--- src/rtl/sks_pkg.sv ---
// Shared types, constants and character helpers for the SQL keyword scanner.
package sks_pkg;

   localparam int unsigned KwLen  = 9;
   localparam int unsigned LenSat = 10;

   localparam logic [3:0] KW_LEN_C  = 4'(KwLen);
   localparam logic [3:0] LEN_SAT_C = 4'(LenSat);
   localparam logic [1:0] MATCH_ALL = 2'b11;

   localparam logic [7:0] CH_DASH    = 8'h2D;
   localparam logic [7:0] CH_SLASH   = 8'h2F;
   localparam logic [7:0] CH_STAR    = 8'h2A;
   localparam logic [7:0] CH_NEWLINE = 8'h0A;
   localparam logic [7:0] CH_SQUOTE  = 8'h27;
   localparam logic [7:0] CH_DQUOTE  = 8'h22;
   localparam logic [7:0] CH_UNDER   = 8'h5F;

   typedef enum logic [3:0] {
      MODE_NORMAL = 4'd0,
      MODE_IDENT  = 4'd1,
      MODE_DASH   = 4'd2,
      MODE_SLASH  = 4'd3,
      MODE_LINE   = 4'd4,
      MODE_BLOCK  = 4'd5,
      MODE_BSTAR  = 4'd6,
      MODE_SQ     = 4'd7,
      MODE_SQ_END = 4'd8,
      MODE_DQ     = 4'd9,
      MODE_DQ_END = 4'd10
   } mode_type;

   // Result of one query as handed from the scan core to the output register.
   typedef struct packed {
      logic done;
      logic found;
   } result_type;

   function automatic logic is_ident(input logic [7:0] c);
      return (c >= 8'h30 && c <= 8'h39) || (c >= 8'h41 && c <= 8'h5A) ||
             (c >= 8'h61 && c <= 8'h7A) || (c == CH_UNDER);
   endfunction

   function automatic logic [7:0] to_upper(input logic [7:0] c);
      return (c >= 8'h61 && c <= 8'h7A) ? (c - 8'h20) : c;
   endfunction

   // Spelling with S at position seven.
   function automatic logic [7:0] kw_s_char(input logic [3:0] idx);
      logic [7:0] r;
      case (idx)
         4'd0: r = 8'h56;
         4'd1: r = 8'h49;
         4'd2: r = 8'h53;
         4'd3: r = 8'h55;
         4'd4: r = 8'h41;
         4'd5: r = 8'h4C;
         4'd6: r = 8'h49;
         4'd7: r = 8'h53;
         4'd8: r = 8'h45;
         default: r = 8'h00;
      endcase
      return r;
   endfunction

   // Spelling with Z at position seven.
   function automatic logic [7:0] kw_z_char(input logic [3:0] idx);
      logic [7:0] r;
      r = kw_s_char(idx);
      if (idx == 4'd7) begin
         r = 8'h5A;
      end
      return r;
   endfunction

endpackage

--- src/rtl/sks_scan_core.sv ---
// Scanner state registers and the per-byte next-state logic.
module sks_scan_core (
   input  logic                clock,
   input  logic                reset,
   input  logic                step_valid,
   input  logic [7:0]          char_byte,
   input  logic                last_byte,
   output sks_pkg::result_type result
);
   import sks_pkg::*;

   mode_type   mode_ff, mode_in;
   logic [3:0] len_ff, len_in;
   logic [1:0] match_ff, match_in;
   logic       found_ff, found_in;

   always_comb begin
      logic       ident;
      logic       end_tok;
      logic       norm;
      logic       add;
      logic [7:0] up;
      logic [3:0] base_len;
      logic [1:0] base_match;
      logic       found_mid;
      mode_type   mode_mid;
      logic [3:0] len_mid;
      logic [1:0] match_mid;

      ident      = is_ident(char_byte);
      up         = to_upper(char_byte);
      end_tok    = 1'b0;
      norm       = 1'b0;
      add        = 1'b0;
      mode_mid   = mode_ff;
      case (mode_ff)
         MODE_IDENT: begin
            if (ident) begin
               add = 1'b1;
            end else begin
               end_tok = 1'b1;
               norm    = 1'b1;
            end
         end
         MODE_DASH:   if (char_byte == CH_DASH) mode_mid = MODE_LINE; else norm = 1'b1;
         MODE_SLASH:  if (char_byte == CH_STAR) mode_mid = MODE_BLOCK; else norm = 1'b1;
         MODE_LINE:   if (char_byte == CH_NEWLINE) mode_mid = MODE_NORMAL;
         MODE_BLOCK:  if (char_byte == CH_STAR) mode_mid = MODE_BSTAR;
         MODE_BSTAR: begin
            if (char_byte == CH_SLASH) begin
               mode_mid = MODE_NORMAL;
            end else if (char_byte != CH_STAR) begin
               mode_mid = MODE_BLOCK;
            end
         end
         MODE_SQ:     if (char_byte == CH_SQUOTE) mode_mid = MODE_SQ_END;
         MODE_SQ_END: if (char_byte == CH_SQUOTE) mode_mid = MODE_SQ; else norm = 1'b1;
         MODE_DQ:     if (char_byte == CH_DQUOTE) mode_mid = MODE_DQ_END;
         MODE_DQ_END: if (char_byte == CH_DQUOTE) mode_mid = MODE_DQ; else norm = 1'b1;
         default:     norm = 1'b1;
      endcase

      // Closing a token checks it against the keyword before it is cleared.
      found_mid = found_ff;
      if (end_tok && len_ff == KW_LEN_C && match_ff != 2'b00) begin
         found_mid = 1'b1;
      end

      if (norm) begin
         if (ident) begin
            add      = 1'b1;
            mode_mid = MODE_IDENT;
         end else if (char_byte == CH_DASH) begin
            mode_mid = MODE_DASH;
         end else if (char_byte == CH_SLASH) begin
            mode_mid = MODE_SLASH;
         end else if (char_byte == CH_SQUOTE) begin
            mode_mid = MODE_SQ;
         end else if (char_byte == CH_DQUOTE) begin
            mode_mid = MODE_DQ;
         end else begin
            mode_mid = MODE_NORMAL;
         end
      end

      // A token restarted from normal text begins at length zero.
      base_len   = (norm || end_tok) ? 4'd0 : len_ff;
      base_match = (norm || end_tok) ? MATCH_ALL : match_ff;
      len_mid    = base_len;
      match_mid  = base_match;
      if (add) begin
         if (base_len < KW_LEN_C) begin
            if (up != kw_s_char(base_len)) match_mid[0] = 1'b0;
            if (up != kw_z_char(base_len)) match_mid[1] = 1'b0;
         end else begin
            match_mid = 2'b00;
         end
         if (base_len < LEN_SAT_C) begin
            len_mid = base_len + 4'd1;
         end
      end

      result.done  = step_valid && last_byte;
      result.found = found_mid ||
                     (mode_mid == MODE_IDENT && len_mid == KW_LEN_C && match_mid != 2'b00);

      mode_in  = mode_ff;
      len_in   = len_ff;
      match_in = match_ff;
      found_in = found_ff;
      if (step_valid) begin
         if (last_byte) begin
            mode_in  = MODE_NORMAL;
            len_in   = 4'd0;
            match_in = MATCH_ALL;
            found_in = 1'b0;
         end else begin
            mode_in  = mode_mid;
            len_in   = len_mid;
            match_in = match_mid;
            found_in = found_mid;
         end
      end
   end

   always_ff @(posedge clock) begin
      if (reset) begin
         mode_ff  <= MODE_NORMAL;
         len_ff   <= 4'd0;
         match_ff <= MATCH_ALL;
         found_ff <= 1'b0;
      end else begin
         mode_ff  <= mode_in;
         len_ff   <= len_in;
         match_ff <= match_in;
         found_ff <= found_in;
      end
   end

   a_reset_after_last: assert property (@(posedge clock) disable iff (reset)
      (step_valid && last_byte) |=>
         (mode_ff == MODE_NORMAL && len_ff == 4'd0 && match_ff == MATCH_ALL && !found_ff))
      else $error("scanner state not cleared after last word");

   a_len_saturates: assert property (@(posedge clock) disable iff (reset)
      len_ff <= LEN_SAT_C)
      else $error("token length beyond saturation");

   a_found_clears_only_at_end: assert property (@(posedge clock) disable iff (reset)
      $fell(found_ff) |-> $past(step_valid && last_byte))
      else $error("found flag lost inside a query");

endmodule

--- src/rtl/sks_out_reg.sv ---
// Result register with valid/ready handshake toward the consumer.
module sks_out_reg (
   input  logic                clock,
   input  logic                reset,
   input  sks_pkg::result_type result,
   output logic                load_ok,
   output logic                rsp_valid,
   input  logic                rsp_ready,
   output logic                rsp_keyword_found
);
   import sks_pkg::*;

   logic valid_ff, valid_in;
   logic found_ff, found_in;

   // The register can take a new result when empty or being drained.
   assign load_ok = !valid_ff || rsp_ready;

   always_comb begin
      valid_in = valid_ff;
      found_in = found_ff;
      if (rsp_ready) begin
         valid_in = 1'b0;
      end
      if (result.done) begin
         valid_in = 1'b1;
         found_in = result.found;
      end
   end

   always_ff @(posedge clock) begin
      if (reset) begin
         valid_ff <= 1'b0;
      end else begin
         valid_ff <= valid_in;
      end
      found_ff <= found_in;
   end

   assign rsp_valid         = valid_ff;
   assign rsp_keyword_found = found_ff;

   a_no_overwrite: assert property (@(posedge clock) disable iff (reset)
      result.done |-> load_ok)
      else $error("result loaded while output register full");

   a_load_shows: assert property (@(posedge clock) disable iff (reset)
      result.done |=> (valid_ff && found_ff == $past(result.found)))
      else $error("loaded result not presented");

   a_idle_stays_empty: assert property (@(posedge clock) disable iff (reset)
      (!result.done && (!valid_ff || rsp_ready)) |=> !valid_ff)
      else $error("result word appeared without a query end");

endmodule

--- src/rtl/sql_keyword_scanner_top.sv ---
// Top level of the SQL keyword scanner: input handshake, scan core and result register.
// The result word for a query is valid in the cycle after its last byte is accepted.
// Throughput: one byte per cycle; a byte is refused only when it ends a query while the
// previous result word is still held and not being taken.
// Reset (synchronous, active high) returns the scanner to normal text with no token open,
// no keyword seen, and an empty result register.
module sql_keyword_scanner_top (
   input  logic       clock,
   input  logic       reset,
   input  logic       req_valid,
   output logic       req_ready,
   input  logic [7:0] req_char_byte,
   input  logic       req_last_byte,
   output logic       rsp_valid,
   input  logic       rsp_ready,
   output logic       rsp_keyword_found
);
   import sks_pkg::*;

   result_type result;
   logic       load_ok;
   logic       step_valid;

   // Bytes inside a query never produce a result word, so they are always taken.
   // Only the closing byte has to wait for room in the result register; the
   // register frees itself in the same cycle that the consumer takes its word,
   // so back-to-back queries keep moving at one byte per cycle while the consumer takes each word.
   assign req_ready  = load_ok || !req_last_byte;
   assign step_valid = req_valid && req_ready;

   // The core holds the scan mode, the open token's length and match bits, and the
   // sticky found flag; each accepted byte updates them.
   sks_scan_core u_core (
      .clock      (clock),
      .reset      (reset),
      .step_valid (step_valid),
      .char_byte  (req_char_byte),
      .last_byte  (req_last_byte),
      .result     (result)
   );

   // The result register holds each query's answer word until the consumer takes it.
   sks_out_reg u_out (
      .clock             (clock),
      .reset             (reset),
      .result            (result),
      .load_ok           (load_ok),
      .rsp_valid         (rsp_valid),
      .rsp_ready         (rsp_ready),
      .rsp_keyword_found (rsp_keyword_found)
   );

   a_mid_query_ready: assert property (@(posedge clock) disable iff (reset)
      (req_valid && !req_last_byte) |-> req_ready)
      else $error("byte inside a query was refused");

   a_end_gives_word: assert property (@(posedge clock) disable iff (reset)
      (step_valid && req_last_byte) |=> rsp_valid)
      else $error("query end produced no result word");

   a_held_blocks_end: assert property (@(posedge clock) disable iff (reset)
      (rsp_valid && !rsp_ready) |-> !(step_valid && req_last_byte))
      else $error("query end accepted while result word held");

endmodule

--- config.mk ---
export PLATFORM = sky130hd
export DESIGN_NAME = sql_keyword_scanner_top
export DESIGN_NICKNAME = d
export VERILOG_FILES = /design/src/rtl/sks_pkg.sv /design/src/rtl/sks_scan_core.sv /design/src/rtl/sks_out_reg.sv /design/src/rtl/sql_keyword_scanner_top.sv
export SDC_FILE = /design/constraint.sdc
export NUM_CORES = 1
export LEC_CHECK = 0
export ABC_AREA = 0
export BUFFER_PORTS_ARGS = -buffer_cell sky130_fd_sc_hd__buf_4
export CELL_PAD_IN_SITES_DETAIL_PLACEMENT = 1
export CELL_PAD_IN_SITES_GLOBAL_PLACEMENT = 1
export CORE_MARGIN = 2
export CORE_UTILIZATION = 24
export DETAILED_ROUTE_END_ITERATION = 10
export PLACE_DENSITY_LB_ADDON = 0.1
export SLEW_MARGIN = 15
export SYNTH_ARGS = -nofsm -noshare
export SYNTH_HDL_FRONTEND = slang
export SYNTH_SLANG_ARGS = --single-unit
export TNS_END_PERCENT = 5
--- constraint.sdc ---
create_clock -name clock -period 4.45 [get_ports clock]
set_input_delay 0.6675 -clock clock [delete_from_list [all_inputs] [get_ports clock]]
set_output_delay 0.6675 -clock clock [all_outputs]
set_load 0.005 [all_outputs]
==> impl_results.rst <==
.. list-table::
   :header-rows: 1

   * - Metric
     - Value
   * - Result of the run
     - completed
   * - Fraction of synthesis flops using an asynchronous set or reset pin
     - 0%
   * - Hold crit path type
     - flop to flop
   * - Terminating pin of the worst hold path
     - u_core.found_ff$_SDFFE_PP0P_
   * - Number of violations of the max-capacitance limit
     - 0
   * - Number of top-level pins
     - 16
   * - Arrival @ worst endpoint
     - 4080 ps
   * - Global route overflow
     - 0
   * - Headroom to the max-slew limit
     - 65.5%
   * - Source-to-sink clock delay at the later pin of the worst-skew pair
     - 240 ps
   * - Post-synth EDFFs
     - 1
   * - Number of antenna violations at the first check in global routing
     - 0
   * - Worst-case clock skew
     - 5.17 ps
   * - Residual antenna-violating net count after detailed routing
     - 0
   * - Number of diodes added for antenna fixing
     - 0
   * - Wirelength per Cell
     - 16.6 µm
   * - Weighted congestion reported at the end of routability-driven placement
     - 0.773
   * - Required time at the endpoint of the critical path
     - 4550 ps
   * - Area fraction of the dominant cell type after synthesis
     - 13.4%
   * - Cell with the largest stage delay on the worst path
     - sky130_fd_sc_hd__or4_1
   * - FMAX
     - 251 MHz
   * - Measured slew at the worst slew-check pin
     - 517 ps
   * - Die Area
     - 0.00819 mm²
   * - Most common cell in the netlist
     - sky130_fd_sc_hd__nor2_1
   * - Reg area
     - 270 µm²
   * - Reg-to-reg critical path endpoint
     - u_out.rsp_keyword_found$_DFFE_PP_
   * - Signed area change from the synthesized netlist to the final layout
     - 15.7%
   * - Worst ir drop on vdd
     - 0.137 mV
   * - Kind of critical path
     - input pin to flop
   * - Largest stage delay, worst path
     - 550 ps
   * - Detailed-routing iteration count for the pre-antenna-repair pass
     - 4
   * - Wirelength, routed
     - 6110 µm
   * - Layout cell share with drive strength beyond 1
     - 16.3%
   * - Number of hold buffers added after CTS
     - 0
   * - Fillcell total
     - 924
   * - Beginning of the worst register-to-register path
     - u_core.mode_ff[3]$_SDFFE_PP0P_
   * - Register bit total from synthesis
     - 13
   * - Residual DRC
     - 0
   * - Global-route wire length before repair
     - 10300 µm
   * - Netlist Area Pre-Place
     - 0.00180 mm²
   * - Leading cell types by total area after synthesis
     - sky130_fd_sc_hd__dfxtp_1 (13%), sky130_fd_sc_hd__nor2_1 (6.5%), sky130_fd_sc_hd__nand2_1 (5.4%), sky130_fd_sc_hd__ha_1 (4.9%), sky130_fd_sc_hd__o21ai_0 (4.5%)
   * - Number of hold-slack violations in the final timing report
     - 0
   * - Die W
     - 90.5 µm
   * - Global router's overall resource usage
     - 15.3%
   * - Clk Tree Root Cell
     - sky130_fd_sc_hd__clkbuf_8
   * - Unique masters post-synth
     - 66
   * - Number of warnings reported in the yosys synthesis log
     - 0
   * - Register clock-pin slew on the reported worst setup and hold paths
     - 60 ps
   * - Category of the worst setup path capture point
     - flop
   * - Multi-input logic area
     - 0.00140 mm²
   * - Via/cell ratio
     - 5.27
   * - Largest fanout on the critical path
     - 15
   * - Buf/Inv on CP
     - 2
   * - Clock buffers created by TritonCTS
     - 3
   * - Post-placement cell count
     - 365
   * - Sum of negative setup slack
     - 0 ps
   * - Standard-cell rows
     - 31
   * - Final critical delay including setup and external delays
     - 3980 ps
   * - Level count of the clock H-tree
     - 1
   * - Count of non-filler cells in the finished layout
     - 369
   * - Portion of the clock cycle consumed by the worst path in the final layout
     - 89.4%
   * - Synth cell count leaders
     - sky130_fd_sc_hd__nor2_1 (31), sky130_fd_sc_hd__nand2_1 (26), sky130_fd_sc_hd__o21ai_0 (16), sky130_fd_sc_hd__nor3_1 (13)
   * - Clock tree from TritonCTS
     - yes
   * - Post-synthesis cell count
     - 258
   * - Cell area power density
     - 149 mW/mm²
   * - Largest net degree at the start of global routing
     - 19
   * - Setup Viol. Count Final
     - 0
   * - Setup repair after global routing missed its margin
     - false
   * - Post-detail-place hpwl
     - 4740 µm
   * - Count of input and output buffers
     - 15
   * - Vias in the first global route
     - 1993
   * - Top cell family by delay on the critical path
     - simple AND/OR/NAND/NOR gates
   * - Number of DRC markers after the initial detailed-route iteration
     - 48
   * - Worst Hold Launch
     - u_core.found_ff$_SDFFE_PP0P_
   * - Yosys top cell by area
     - sky130_fd_sc_hd__dfxtp_1
   * - Initial core utilization
     - 24.8%
   * - Dominant register cell in the synthesized netlist
     - sky130_fd_sc_hd__dfxtp_1
   * - Total number of nets in the final design
     - 291
   * - Max Transition Viols Final
     - 0
   * - Worst-case clock buffer depth
     - 2
   * - Avg Cell Area, Syn
     - 6.96 µm²
   * - Type of origin of the critical path
     - input pin
   * - Overall via count from detail_route
     - 1943
   * - Register area share after synthesis
     - 15.0%
   * - Area inside the core boundary
     - 0.00725 mm²
   * - Crit path cell chain
     - buf_4, or4_1, o22ai_1, a211o_1, and3_1, nor2_4, nand2_1, inv_1, ha_1, nand2_1, o21ai_0, or3_1, o21ai_0, o21ai_1, o41ai_2, a31oi_1, o21ai_1
   * - # clock sinks
     - 13
   * - Reported leakage power
     - 0.800 nW
   * - Number of cells upsized or downsized after cts
     - 0
   * - Buffer count from post-CTS setup fixing
     - 0
   * - Vertical extent of the die
     - 90.5 µm
   * - R2r worst-path depth
     - 15
   * - Synthesized netlist net count
     - 278
   * - Worst Hold Path Cells
     - 2
   * - Worst R2R Setup Slack
     - 740 ps
[area by class of cell]
cell class              instances  share of cell area [%]
flip-flops and latches         13                    13.0
clock buffers                   4                    2.17
well taps                      99                    5.96
multi-input cells             216                    67.3
inverters                      10                    1.81
repair buffers                 27                    9.75
[placed cells by master (no fill, tap or decap), types with 3 or more instances in the layout]
cell type | Yosys | layout
sky130_fd_sc_hd__dfxtp_1 | 12 | 12
sky130_fd_sc_hd__nor2b_1 | 7 | 7
sky130_fd_sc_hd__o211ai_1 | 3 | 3
sky130_fd_sc_hd__nor4bb_1 | 3 | 3
sky130_fd_sc_hd__or3_1 | 4 | 4
sky130_fd_sc_hd__xor2_1 | 3 | 3
sky130_fd_sc_hd__clkbuf_8 | 0 | 3
sky130_fd_sc_hd__xnor2_1 | 3 | 3
sky130_fd_sc_hd__a31oi_1 | 6 | 6
sky130_fd_sc_hd__nor3_1 | 13 | 13
sky130_fd_sc_hd__nand2_1 | 26 | 26
sky130_fd_sc_hd__nor4_1 | 4 | 4
sky130_fd_sc_hd__nor2_1 | 31 | 31
sky130_fd_sc_hd__nand3b_1 | 3 | 3
sky130_fd_sc_hd__inv_1 | 9 | 9
sky130_fd_sc_hd__a22oi_1 | 5 | 5
sky130_fd_sc_hd__ha_1 | 7 | 7
sky130_fd_sc_hd__nor3b_1 | 4 | 4
sky130_fd_sc_hd__a41oi_1 | 3 | 3
sky130_fd_sc_hd__o21ai_1 | 3 | 3
sky130_fd_sc_hd__a21oi_1 | 11 | 11
sky130_fd_sc_hd__buf_4 | 1 | 27
sky130_fd_sc_hd__o21ai_0 | 16 | 16
sky130_fd_sc_hd__and3_1 | 5 | 5
sky130_fd_sc_hd__nand3_1 | 9 | 9
[worst max-delay path by stage]
stage / endpoint / slack (ps) / from / cells past startpoint
6_report: u_out.rsp_keyword_found$_DFFE_PP_ / 470 / req_char_byte[2] / 17
5_1_grt: u_core.match_ff[0]$_SDFFE_PP1P_ / 200 / req_char_byte[2] / 17
4_1_cts: u_out.rsp_keyword_found$_DFFE_PP_ / 480 / req_char_byte[2] / 18
3_5_place_dp: u_out.rsp_keyword_found$_DFFE_PP_ / 220 / req_char_byte[2] / 17
3_3_place_gp: u_out.rsp_keyword_found$_DFFE_PP_ / 250 / req_char_byte[2] / 18
2_1_floorplan: u_out.rsp_keyword_found$_DFFE_PP_ / 720 / req_char_byte[0] / 18
[sequential cells by signal, indices dropped and copies added, names as in the netlist]
register,cells
u_core.match_ff,2
u_core.len_ff,4
u_out.rsp_keyword_found,1
u_core.mode_ff,4
u_out.rsp_valid,1
u_core.found_ff,1
[power by group]
part	leakage [nW]	internal (mW)	switching, mW
combinational	0.671	0.0317	0.0487
sequential	0.106	0.120	0.00318
clock	0.0228	0.0633	0.0436
[worst min-delay path: cells and delay by family (launching register included)]
kind / cells / cell delay, ps
simple gates: 2 / 150
flops: 1 / 310
[per-layer routing]
layer,part of all wire [%],GRT usage (%)
met1,50,20.3
met2,48,26.9
met3,1.5,2.00
met4,0.28,1.92
met5,0,0
[per-stage QoR]
stage,cell area [µm²],util [%],hold slack [ps],power [mW],setup WS [ps]
floorplan,1800,-,470,0.176,721
CTS,2080,28.7,508,0.316,480
finish,2080,28.7,506,0.311,470
global placement,2030,28.0,489,0.207,248
global route,2080,28.7,548,0.335,196
detailed placement,2030,28.0,501,0.207,220
[cell families (layout without fill, tap and decap cells)]
family | Yosys count | after routing | synth area share (%)
flops | 13 | 13 | 15.0
compound gates | 73 | 73 | 28.6
mux | 2 | 2 | 1.11
simple gates | 128 | 128 | 40.5
fa+ha+maj | 7 | 7 | 4.87
xor+xnor | 6 | 6 | 2.93
buf+inv | 29 | 41 | 7.03
Power figures use the tool's default switching activity.
